==> config.mk <==
export PLATFORM = sky130hd
export DESIGN_NAME = dns_question_parser
export DESIGN_NICKNAME = d
export VERILOG_FILES = /design/src/rtl/dqp_pkg.sv /design/src/rtl/dqp_front.sv /design/src/rtl/dqp_evq.sv /design/src/rtl/dqp_back.sv /design/src/rtl/dns_question_parser.sv
export VERILOG_INCLUDE_DIRS = /design/src /design/src/rtl
export SDC_FILE = /design/constraint.sdc
export NUM_CORES = 1
export LEC_CHECK = 0
export BUFFER_PORTS_ARGS = -buffer_cell sky130_fd_sc_hd__buf_4
export CAP_MARGIN = 30
export CORE_MARGIN = 2
export CORE_UTILIZATION = 45
export DETAILED_ROUTE_END_ITERATION = 16
export PLACE_DENSITY = 0.65
export SKIP_LAST_GASP = 1
export SYNTH_ARGS = -nofsm -noshare
export SYNTH_HDL_FRONTEND = slang
export SYNTH_SLANG_ARGS = --single-unit
==> constraint.sdc <==
create_clock -name clk -period 4.5 [get_ports clk]
set_clock_uncertainty 0.2 [all_clocks]
set_input_delay 0 -clock clk [delete_from_list [all_inputs] [get_ports clk]]
set_output_delay 0 -clock clk [all_outputs]
set_load 0.005 [all_outputs]
==> src/rtl/assert_macros.svh <==
// ----------------------------------------------------------------------------
// Assertion macros
// Shared shorthands for the concurrent checks of the question parser.
// ----------------------------------------------------------------------------
`ifndef ASSERT_MACROS_SVH
`define ASSERT_MACROS_SVH

// Check a property on every clock edge outside reset
`define DQP_ASSERT(label, prop, msg) \
    label: assert property (@(posedge clk) disable iff (!rst_n) prop) \
        else $error(msg);

// Check that a condition never holds outside reset
`define DQP_NEVER(label, cond, msg) \
    label: assert property (@(posedge clk) disable iff (!rst_n) !(cond)) \
        else $error(msg);

`endif

==> src/rtl/dqp_pkg.sv <==
// ----------------------------------------------------------------------------
// dqp_pkg
// Types and constants shared by the DNS question parser modules.
// ----------------------------------------------------------------------------
package dqp_pkg;

    // Defaults of the top-level parameters
    localparam int PACKET_BYTES_DEFAULT  = 512;
    localparam int NAME_TEXT_MAX_DEFAULT = 256;

    // Result kinds
    localparam logic [2:0] KIND_CHAR      = 3'd0;
    localparam logic [2:0] KIND_ACCEPTED  = 3'd1;
    localparam logic [2:0] KIND_SKIPPED   = 3'd2;
    localparam logic [2:0] KIND_MALFORMED = 3'd3;
    localparam logic [2:0] KIND_CUT_SHORT = 3'd4;
    localparam logic [2:0] KIND_TOO_SHORT = 3'd5;
    localparam logic [2:0] KIND_RESPONSE  = 3'd6;

    // Header layout (byte offsets)
    localparam int HDR_FLAGS_OFF = 2;
    localparam int HDR_COUNT_OFF = 4;
    localparam int HDR_END_OFF   = 6;
    localparam int HDR_LAST_OFF  = 11;

    localparam logic [15:0] RESPONSE_MASK        = 16'hC000;
    localparam logic [15:0] ACCEPTED_CLASS_RESET = 16'd1;
    localparam logic [7:0]  DOT_CHAR             = 8'd46;
    localparam logic [8:0]  ENC_MAX              = 9'h1FF;

    // Event queue between front and back
    localparam int EVQ_DEPTH = 4;
    localparam int EVQ_PTR_W = $clog2(EVQ_DEPTH);
    localparam int EVQ_CNT_W = $clog2(EVQ_DEPTH + 1);

    // One queue entry: up to two results caused by one byte; the second,
    // when present, is always a malformed report
    typedef struct packed {
        logic [2:0]  kind;
        logic        has_second;
        logic [7:0]  name_char;
        logic [6:0]  question_index;
        logic [15:0] query_type;
        logic [15:0] query_class;
        logic [8:0]  raw_name_length;
        logic [15:0] packet_ident;
        logic [3:0]  opcode;
    } evt_t;

    // One result item
    typedef struct packed {
        logic [2:0]  kind;
        logic [7:0]  name_char;
        logic [6:0]  question_index;
        logic [15:0] query_type;
        logic [15:0] query_class;
        logic [8:0]  raw_name_length;
        logic [15:0] packet_ident;
        logic [3:0]  opcode;
        logic        last_of_run;
    } res_t;

endpackage

==> src/rtl/dqp_front.sv <==
// ----------------------------------------------------------------------------
// dqp_front
// Byte parser: tracks header, labels and type/class, and turns each byte
// into at most one queue entry.
// ----------------------------------------------------------------------------
`include "assert_macros.svh"

module dqp_front #(
    parameter int PACKET_BYTES  = dqp_pkg::PACKET_BYTES_DEFAULT,
    parameter int NAME_TEXT_MAX = dqp_pkg::NAME_TEXT_MAX_DEFAULT
) (
    input  logic          clk,
    input  logic          rst_n,
    input  logic          push,
    input  logic [7:0]    data_byte,
    input  logic          end_of_packet,
    input  logic          q_full,
    input  logic          cfg_valid,
    input  logic [15:0]   cfg_accepted_class,
    output logic          ev_push,
    output dqp_pkg::evt_t ev
);
    import dqp_pkg::*;

    localparam int OFF_W = $clog2(PACKET_BYTES);
    localparam int TXT_W = $clog2(NAME_TEXT_MAX);
    localparam logic [OFF_W-1:0] OFF_LAST = OFF_W'(PACKET_BYTES - 1);
    localparam logic [TXT_W-1:0] TXT_LAST = TXT_W'(NAME_TEXT_MAX - 1);

    localparam logic [1:0] PH_HEADER    = 2'd0;
    localparam logic [1:0] PH_LEN       = 2'd1;
    localparam logic [1:0] PH_LABEL     = 2'd2;
    localparam logic [1:0] PH_TYPECLASS = 2'd3;

    logic [OFF_W-1:0] off_reg,     off_next;
    logic [1:0]       phase_reg,   phase_next;
    logic             stopped_reg, stopped_next;
    logic [1:0]       tc_reg,      tc_next;
    logic [15:0]      acc_reg;
    logic [15:0]      ident_reg,   ident_next;
    logic [15:0]      flags_reg,   flags_next;
    logic [15:0]      total_reg,   total_next;
    logic [6:0]       qnum_reg,    qnum_next;
    logic [7:0]       label_reg,   label_next;
    logic [TXT_W-1:0] text_reg,    text_next;
    logic [8:0]       enc_reg,     enc_next;
    logic [23:0]      tcb_reg,     tcb_next;

    logic        accept;
    logic        last;
    logic        stop;
    logic [8:0]  enc_inc;
    logic [15:0] tc_class;

    assign accept   = push && !q_full;
    assign enc_inc  = (enc_reg != ENC_MAX) ? enc_reg + 9'd1 : enc_reg;
    assign tc_class = {tcb_reg[7:0], data_byte};

    // Parse one byte
    always_comb
    begin
        off_next     = off_reg;
        phase_next   = phase_reg;
        stopped_next = stopped_reg;
        tc_next      = tc_reg;
        ident_next   = ident_reg;
        flags_next   = flags_reg;
        total_next   = total_reg;
        qnum_next    = qnum_reg;
        label_next   = label_reg;
        text_next    = text_reg;
        enc_next     = enc_reg;
        tcb_next     = tcb_reg;
        last         = 1'b0;
        stop         = 1'b0;
        ev_push      = 1'b0;
        ev           = '0;
        ev.question_index = qnum_reg;
        ev.packet_ident   = ident_reg;
        ev.opcode         = flags_reg[14:11];

        if (accept)
        begin
            if (stopped_reg)
            begin
                // Drop bytes until the end mark, then restart
                if (end_of_packet)
                begin
                    off_next     = '0;
                    phase_next   = PH_HEADER;
                    stopped_next = 1'b0;
                end
            end
            else
            begin
                last     = end_of_packet || (off_reg == OFF_LAST);
                off_next = off_reg + OFF_W'(1);

                unique case (phase_reg)
                    PH_HEADER:
                    begin
                        if (off_reg < OFF_W'(HDR_FLAGS_OFF))
                            ident_next = {ident_reg[7:0], data_byte};
                        else if (off_reg < OFF_W'(HDR_COUNT_OFF))
                            flags_next = {flags_reg[7:0], data_byte};
                        else if (off_reg < OFF_W'(HDR_END_OFF))
                            total_next = {total_reg[7:0], data_byte};

                        if (off_reg >= OFF_W'(HDR_LAST_OFF))
                        begin
                            if ((flags_reg & RESPONSE_MASK) != 16'd0)
                            begin
                                ev_push           = 1'b1;
                                ev.kind           = KIND_RESPONSE;
                                ev.question_index = '0;
                                stop              = 1'b1;
                            end
                            else if (total_reg == 16'd0 || last)
                            begin
                                stop = 1'b1;
                            end
                            else
                            begin
                                phase_next = PH_LEN;
                                qnum_next  = '0;
                                text_next  = '0;
                                enc_next   = '0;
                            end
                        end
                        else if (last)
                        begin
                            ev_push           = 1'b1;
                            ev.kind           = KIND_TOO_SHORT;
                            ev.question_index = '0;
                            ev.packet_ident   = '0;
                            ev.opcode         = '0;
                            stop              = 1'b1;
                        end
                    end

                    PH_LEN:
                    begin
                        enc_next = enc_inc;
                        if (last)
                        begin
                            ev_push = 1'b1;
                            ev.kind = KIND_MALFORMED;
                            stop    = 1'b1;
                        end
                        else if (data_byte == 8'd0)
                        begin
                            phase_next = PH_TYPECLASS;
                            tc_next    = '0;
                        end
                        else
                        begin
                            // Separator before every label but the first
                            if (text_reg != '0)
                            begin
                                ev_push = 1'b1;
                                if (text_reg == TXT_LAST)
                                begin
                                    ev.kind = KIND_MALFORMED;
                                    stop    = 1'b1;
                                end
                                else
                                begin
                                    ev.kind      = KIND_CHAR;
                                    ev.name_char = DOT_CHAR;
                                    text_next    = text_reg + TXT_W'(1);
                                end
                            end
                            if (!stop)
                            begin
                                label_next = data_byte;
                                phase_next = PH_LABEL;
                            end
                        end
                    end

                    PH_LABEL:
                    begin
                        enc_next = enc_inc;
                        ev_push  = 1'b1;
                        if (text_reg == TXT_LAST)
                        begin
                            ev.kind = KIND_MALFORMED;
                            stop    = 1'b1;
                        end
                        else
                        begin
                            ev.kind       = KIND_CHAR;
                            ev.name_char  = data_byte;
                            ev.has_second = last;
                            text_next     = text_reg + TXT_W'(1);
                            label_next    = label_reg - 8'd1;
                            if (!last && label_reg == 8'd1)
                                phase_next = PH_LEN;
                        end
                    end

                    PH_TYPECLASS:
                    begin
                        tcb_next = {tcb_reg[15:0], data_byte};
                        tc_next  = tc_reg + 2'd1;
                        if (tc_reg == 2'd3)
                        begin
                            ev_push            = 1'b1;
                            ev.kind            = (tc_class == acc_reg) ? KIND_ACCEPTED
                                                                       : KIND_SKIPPED;
                            ev.query_type      = tcb_reg[23:8];
                            ev.query_class     = tc_class;
                            ev.raw_name_length = enc_reg;
                            if (!last)
                            begin
                                total_next = total_reg - 16'd1;
                                qnum_next  = qnum_reg + 7'd1;
                                if (total_reg == 16'd1)
                                begin
                                    stop = 1'b1;
                                end
                                else
                                begin
                                    phase_next = PH_LEN;
                                    text_next  = '0;
                                    enc_next   = '0;
                                    tc_next    = '0;
                                end
                            end
                        end
                        else if (last)
                        begin
                            ev_push = 1'b1;
                            ev.kind = KIND_CUT_SHORT;
                            stop    = 1'b1;
                        end
                    end

                    default:
                    begin
                        phase_next = PH_HEADER;
                    end
                endcase

                // Hold stopped until the end mark, restart on it
                if (stop || last)
                begin
                    if (end_of_packet)
                    begin
                        off_next     = '0;
                        phase_next   = PH_HEADER;
                        stopped_next = 1'b0;
                    end
                    else
                    begin
                        stopped_next = 1'b1;
                    end
                end
            end
        end
    end

    // Control state
    always_ff @(posedge clk or negedge rst_n)
    begin
        if (!rst_n)
        begin
            off_reg     <= '0;
            phase_reg   <= PH_HEADER;
            stopped_reg <= 1'b0;
            tc_reg      <= '0;
            acc_reg     <= ACCEPTED_CLASS_RESET;
        end
        else
        begin
            off_reg     <= off_next;
            phase_reg   <= phase_next;
            stopped_reg <= stopped_next;
            tc_reg      <= tc_next;
            if (cfg_valid)
                acc_reg <= cfg_accepted_class;
        end
    end

    // Header and name fields
    always_ff @(posedge clk)
    begin
        ident_reg <= ident_next;
        flags_reg <= flags_next;
        total_reg <= total_next;
        qnum_reg  <= qnum_next;
        label_reg <= label_next;
        text_reg  <= text_next;
        enc_reg   <= enc_next;
        tcb_reg   <= tcb_next;
    end

    `DQP_ASSERT(a_body_after_header, (phase_reg != PH_HEADER && !stopped_reg) |-> (off_reg >= OFF_W'(HDR_LAST_OFF + 1)), "question parsing before header end")
    `DQP_ASSERT(a_second_after_char, (ev_push && ev.has_second) |-> (ev.kind == KIND_CHAR), "paired malformed report not behind a name char")

endmodule

==> src/rtl/dqp_evq.sv <==
// ----------------------------------------------------------------------------
// dqp_evq
// Short event queue that decouples the parser from the result side.
// ----------------------------------------------------------------------------
`include "assert_macros.svh"

module dqp_evq (
    input  logic          clk,
    input  logic          rst_n,
    input  logic          push,
    input  dqp_pkg::evt_t push_data,
    input  logic          pop,
    output dqp_pkg::evt_t pop_data,
    output logic          full,
    output logic          empty
);
    import dqp_pkg::*;

    evt_t                 mem [EVQ_DEPTH];
    logic [EVQ_PTR_W-1:0] wr_ptr_reg, wr_ptr_next;
    logic [EVQ_PTR_W-1:0] rd_ptr_reg, rd_ptr_next;
    logic [EVQ_CNT_W-1:0] count_reg,  count_next;

    assign full     = (count_reg == EVQ_CNT_W'(EVQ_DEPTH));
    assign empty    = (count_reg == '0);
    assign pop_data = mem[rd_ptr_reg];

    // Advance pointers and count
    always_comb
    begin
        wr_ptr_next = push ? wr_ptr_reg + EVQ_PTR_W'(1) : wr_ptr_reg;
        rd_ptr_next = pop  ? rd_ptr_reg + EVQ_PTR_W'(1) : rd_ptr_reg;
        count_next  = count_reg;
        if (push && !pop)
            count_next = count_reg + EVQ_CNT_W'(1);
        else if (pop && !push)
            count_next = count_reg - EVQ_CNT_W'(1);
    end

    always_ff @(posedge clk or negedge rst_n)
    begin
        if (!rst_n)
        begin
            wr_ptr_reg <= '0;
            rd_ptr_reg <= '0;
            count_reg  <= '0;
        end
        else
        begin
            wr_ptr_reg <= wr_ptr_next;
            rd_ptr_reg <= rd_ptr_next;
            count_reg  <= count_next;
        end
    end

    // Store the item at the tail
    always_ff @(posedge clk)
    begin
        if (push)
            mem[wr_ptr_reg] <= push_data;
    end

    `DQP_NEVER(a_no_overflow, push && full, "event queue written while full")
    `DQP_NEVER(a_no_underflow, pop && empty, "event queue read while empty")

endmodule

==> src/rtl/dqp_back.sv <==
// ----------------------------------------------------------------------------
// dqp_back
// Result stage: unpacks each queue entry into one or two result items and
// holds the oldest one on the output register.
// ----------------------------------------------------------------------------
`include "assert_macros.svh"

module dqp_back (
    input  logic          clk,
    input  logic          rst_n,
    input  dqp_pkg::evt_t q_data,
    input  logic          q_empty,
    output logic          q_pop,
    input  logic          pop,
    output logic          empty,
    output dqp_pkg::res_t res
);
    import dqp_pkg::*;

    evt_t ev_reg;
    logic valid_reg,  valid_next;
    logic second_reg, second_next;
    logic taken;
    logic last_now;
    logic fetch;

    assign last_now = second_reg || !ev_reg.has_second;
    assign taken    = pop && valid_reg;
    assign fetch    = !valid_reg || (taken && last_now);
    assign q_pop    = fetch && !q_empty;
    assign empty    = !valid_reg;

    // Present the first result, or the malformed report that follows it
    always_comb
    begin
        res                 = '0;
        res.question_index  = ev_reg.question_index;
        res.packet_ident    = ev_reg.packet_ident;
        res.opcode          = ev_reg.opcode;
        res.last_of_run     = last_now;
        if (second_reg)
        begin
            res.kind = KIND_MALFORMED;
        end
        else
        begin
            res.kind            = ev_reg.kind;
            res.name_char       = ev_reg.name_char;
            res.query_type      = ev_reg.query_type;
            res.query_class     = ev_reg.query_class;
            res.raw_name_length = ev_reg.raw_name_length;
        end
    end

    // Advance to the second result or the next entry
    always_comb
    begin
        valid_next  = valid_reg;
        second_next = second_reg;
        if (fetch)
        begin
            valid_next  = !q_empty;
            second_next = 1'b0;
        end
        else if (taken)
        begin
            second_next = 1'b1;
        end
    end

    always_ff @(posedge clk or negedge rst_n)
    begin
        if (!rst_n)
        begin
            valid_reg  <= 1'b0;
            second_reg <= 1'b0;
        end
        else
        begin
            valid_reg  <= valid_next;
            second_reg <= second_next;
        end
    end

    always_ff @(posedge clk)
    begin
        if (q_pop)
            ev_reg <= q_data;
    end

    `DQP_ASSERT(a_second_has_entry, second_reg |-> (valid_reg && ev_reg.has_second), "second result without a paired entry")
    `DQP_ASSERT(a_second_follows, (taken && !last_now) |=> second_reg, "paired malformed report lost")

endmodule

==> src/rtl/dns_question_parser.sv <==
// ----------------------------------------------------------------------------
// dns_question_parser
// Takes one packet byte per cycle and reports the question names as text,
// one character per result, then type and class (or an error) per question.
// The input side accepts one byte every cycle while full is low; full rises
// only when the four-entry event queue between the parser and the result
// stage is full, which happens when results are not popped. Each byte adds
// at most one queue entry. The result side delivers one item per cycle
// while pop is high and one is waiting; a byte that ends the packet inside
// a label gives two items: the character, then the malformed report. A
// result passes the event queue and the result register before it shows.
// The class register is written through cfg_valid/cfg_ready, always ready.
// ----------------------------------------------------------------------------
module dns_question_parser #(
    parameter int PACKET_BYTES  = dqp_pkg::PACKET_BYTES_DEFAULT,
    parameter int NAME_TEXT_MAX = dqp_pkg::NAME_TEXT_MAX_DEFAULT
) (
    input  logic        clk,
    input  logic        rst_n,
    input  logic        cfg_valid,
    output logic        cfg_ready,
    input  logic [15:0] cfg_accepted_class,
    input  logic        push,
    output logic        full,
    input  logic [7:0]  data_byte,
    input  logic        end_of_packet,
    input  logic        pop,
    output logic        empty,
    output logic [2:0]  kind,
    output logic [7:0]  name_char,
    output logic [6:0]  question_index,
    output logic [15:0] query_type,
    output logic [15:0] query_class,
    output logic [8:0]  raw_name_length,
    output logic [15:0] packet_ident,
    output logic [3:0]  opcode,
    output logic        last_of_run
);
    import dqp_pkg::*;

    evt_t front_ev;
    evt_t q_data;
    res_t res;
    logic front_push;
    logic q_full;
    logic q_empty;
    logic q_pop;

    assign cfg_ready = 1'b1;
    assign full      = q_full;

    // Parse bytes
    dqp_front #(
        .PACKET_BYTES  (PACKET_BYTES),
        .NAME_TEXT_MAX (NAME_TEXT_MAX)
    ) u_front (
        .clk                (clk),
        .rst_n              (rst_n),
        .push               (push),
        .data_byte          (data_byte),
        .end_of_packet      (end_of_packet),
        .q_full             (q_full),
        .cfg_valid          (cfg_valid),
        .cfg_accepted_class (cfg_accepted_class),
        .ev_push            (front_push),
        .ev                 (front_ev)
    );

    // Buffer events
    dqp_evq u_evq (
        .clk       (clk),
        .rst_n     (rst_n),
        .push      (front_push),
        .push_data (front_ev),
        .pop       (q_pop),
        .pop_data  (q_data),
        .full      (q_full),
        .empty     (q_empty)
    );

    // Deliver results
    dqp_back u_back (
        .clk     (clk),
        .rst_n   (rst_n),
        .q_data  (q_data),
        .q_empty (q_empty),
        .q_pop   (q_pop),
        .pop     (pop),
        .empty   (empty),
        .res     (res)
    );

    assign kind            = res.kind;
    assign name_char       = res.name_char;
    assign question_index  = res.question_index;
    assign query_type      = res.query_type;
    assign query_class     = res.query_class;
    assign raw_name_length = res.raw_name_length;
    assign packet_ident    = res.packet_ident;
    assign opcode          = res.opcode;
    assign last_of_run     = res.last_of_run;

endmodule
==> flow_summary_export.csv <==
group,metric,value,unit
die,dieArea,0.04978,mm²
sta,fin_crit,3.930,ns
layout,largest_reg_flops,320,
sta,rsz0062_at_grt,"false",
sta,setup_viol,0,
critical_path,r2r_setup_slack,0.57,ns
clocking,cts-root-buf,"clkbuf_16",
sta,fmax,254.4,MHz
detailed_routing,via_per_inst,5.314,
placement,place_congestion,0.8298,
sta,final_hold_viol_count,0,
power,internal_power,10.53,mW
yosys,synth_fp_nets,1288,
clocking,clk_latency,0.61,ns
sta,slew_viol_final,0,
grt,grt_pass1_vias,11370,
placement,numPortBuffers,111,
detailed_routing,drt_wl_total,43.05,mm
die,num_io_pins,113,
critical_path,r2r-end,"u_evq.count_reg[2]",
yosys,async_reset_ff_share,7.263,%
hold_path,min_to,"u_front.tcb_reg[1]",
detailed_routing,route.top_layer_used,"met4",
yosys,syn_area_per_cell,17.51,µm²
critical_path,reg2reg_depth,15,
power,power.density,559.6,mW/mm²
sta,worst_slew_pin_slew,0.9494,ns
detailed_routing,drt_first_pass_iters,5,
clocking,cts_sinks,537,
yosys,yosys-top-cells-area,"edfxtp_1 69%, mux4_2 8.3%, dfrtp_1 4.4%",
sta,maxSlewHeadroom,36.55,%
layout,num_antenna_cells,0,
yosys,synth_cell_types,61,
power,p_switching,3.738,mW
critical_path,path_class,"reg -> reg",
clocking,postCtsSetupBuffers,0,
grt,grt_max_degree,58,
hold_path,hold_class,"in -> reg",
power,p_seq_share,49.4,%
detailed_routing,wl_met3,1.993,mm
detailed_routing,wl_met1,19.01,mm
detailed_routing,dr.first_iter.drc_count,750,
flow_run,max_cap_violations,0,
clocking,htree_levels,2,
hold_path,hold_path_depth,2,
critical_path,crit_required,4.82,ns
yosys,ys_ff_latch,537,
detailed_routing,vias,11010,
power,p_leak,8.753,nW
detailed_routing,routedWlPerCell,20.79,µm
die,die_height,223.1,µm
layout,final_common_cell,"edfxtp_1",
power,power,14.26,mW
detailed_routing,met2_length,21.07,mm
clocking,cts_hold_buf,64,
yosys,synth_top_cell_by_area,"edfxtp_1",
yosys,synth_top_flop_cell,"edfxtp_1",
yosys,synth-edff-count,498,
sta,timing.hold.ws,0.07456,ns
die,die_x,223.1,µm
clocking,tritoncts,"done",
die,rows,80,
clocking,cts_buffer_depth,3,
die,core,0.04755,mm²
power,p_clk_share,29.9,%
yosys,netlist_area,0.02161,mm²
critical_path,timing.rr.start,"u_front.off_reg[1]",
critical_path,cp-start-kind,"flop",
detailed_routing,drc,0,
placement,dp_hpwl,25.91,mm
run_status,outcome,"complete, no violations",
grt,overflow,0,
layout,drive_gt1_share,23.15,%
grt,grt_pass1_wl,65.94,mm
critical_path,crit_path_end_kind,"flop",
grt,antenna_found_initial,0,
layout,final_util,53.62,%
clocking,numCtsBuffers,54,
clocking,clk_pin_slew,0.06,ns
power,ir_worst_vdd,0.3293,mV
sta,tns,0,ns
power,switching_share,26.21,%
yosys,syn_inst,1234,
critical_path,crit_arrival,4.25,ns
power,power_frac_comb,20.7,%
yosys,synth_top_area_share,69.21,%
layout,syn2layout_area_growth,17.98,%
layout,num-fill-cells,3729,
critical_path,path_max_fanout,8,
detailed_routing,final_antenna_net_count,0,
yosys,yosys_warnings,0,
grt,grt.total_usage,17.59,%
yosys,yosysSeqAreaShare,73.73,%
clocking,cts_resized,0,
sta,period_share,87.33,%
layout,final_cell_mix,"498 x edfxtp_1, 128 x buf_4, 80 x mux4_2",
hold_path,min_from,"data_byte[1]",
die,initial_core_util,45.44,%
layout,final_net_count,1468,
area by class of cell:
cell class                 instances  area [µm²]  area share (%)
inverter                          19       71.32          0.2798
sequential                       537       15940           62.53
clock buffer                      66        1418           5.561
tap                              615       769.5           3.019
timing repair buffer             200        1784           6.999
multi-input combinational        602        5248           20.59
clock inverter                    32       261.5           1.026
critical path, stage by stage (launching register included):
cell     delay [ns]
dfrtp_1        0.49
ha_1           0.23
and3_1         0.21
and3_1         0.20
and3_1         0.17
ha_1           0.19
nor2_1         0.14
mux2i_1        0.24
nor2b_2        0.08
nor3_2         0.47
ha_1           0.30
inv_1          0.08
fa_1           0.44
xor2_1         0.15
nor2_1         0.11
xor2_1         0.16
power by group through the flow:
stage,Combinational (mW),Clock [mW],Sequential [mW]
floorplan,2.01,0,6.84
global placement,2.90,0,7.13
detailed placement,2.95,0,7.17
CTS,3.01,4.37,7.07
global route,3.20,4.54,7.14
finish,2.95,4.27,7.05
logic make-up (layout without fill, tap and decap cells):
kind of cell	Yosys count	count (layout)	share of synthesized area (%)
AOI/OAI and AO/OA	100	100	2.820
xor gates and xnor gates	50	50	2.027
adders and majority gates	24	24	1.425
buffers and inverters	95	317	2.154
DFF	537	537	73.73
muxes	99	99	9.340
other	1	1	0.01736
and+or+nand+nor	328	328	8.483
per-layer routing:
metal / vias up / track usage (%)
met5: - / 0
met4: 0 / 5.088
met3: 75 / 3.293
met2: 242 / 29.53
met1: 5625 / 23.59
li1: 5063 / -
worst max-delay path by stage:
stage                                   from            endpoint  slack, ns  cells past startpoint
after floorplan            u_back.second_reg  u_evq.count_reg[1]       0.26                      9
after global placement    u_front.off_reg[1]  u_evq.count_reg[1]       0.70                     13
after detailed placement  u_front.off_reg[1]  u_evq.count_reg[1]       0.61                     13
after CTS                 u_front.off_reg[1]  u_evq.count_reg[2]       0.58                     15
after global routing      u_front.off_reg[1]  u_evq.count_reg[1]       0.33                     13
final                     u_front.off_reg[1]  u_evq.count_reg[2]       0.57                     15
synthesized netlist by cell type, types with 19 or more instances:
cell type  count
a21oi_1       41
and2_1        79
buf_4         29
clkbuf_1      37
dfrtp_1       38
edfxtp_1     498
ha_1          23
inv_1         19
mux4_2        80
nand2_1       36
nor2_1        59
nor2b_1       61
o21ai_0       25
xnor2_1       36
through the flow:
step / instance area, µm² / instances / worst slack (ns)
4_1_cts: 25470 / 2070 / 0.5797
6_report: 25490 / 2071 / 0.5699
2_1_floorplan: 21610 / 1234 / 0.2561
5_1_grt: 25490 / 2071 / 0.3326
3_3_place_gp: 23130 / 1908 / 0.6985
3_5_place_dp: 23130 / 1908 / 0.6132
Power figures use the tool's default switching activity.
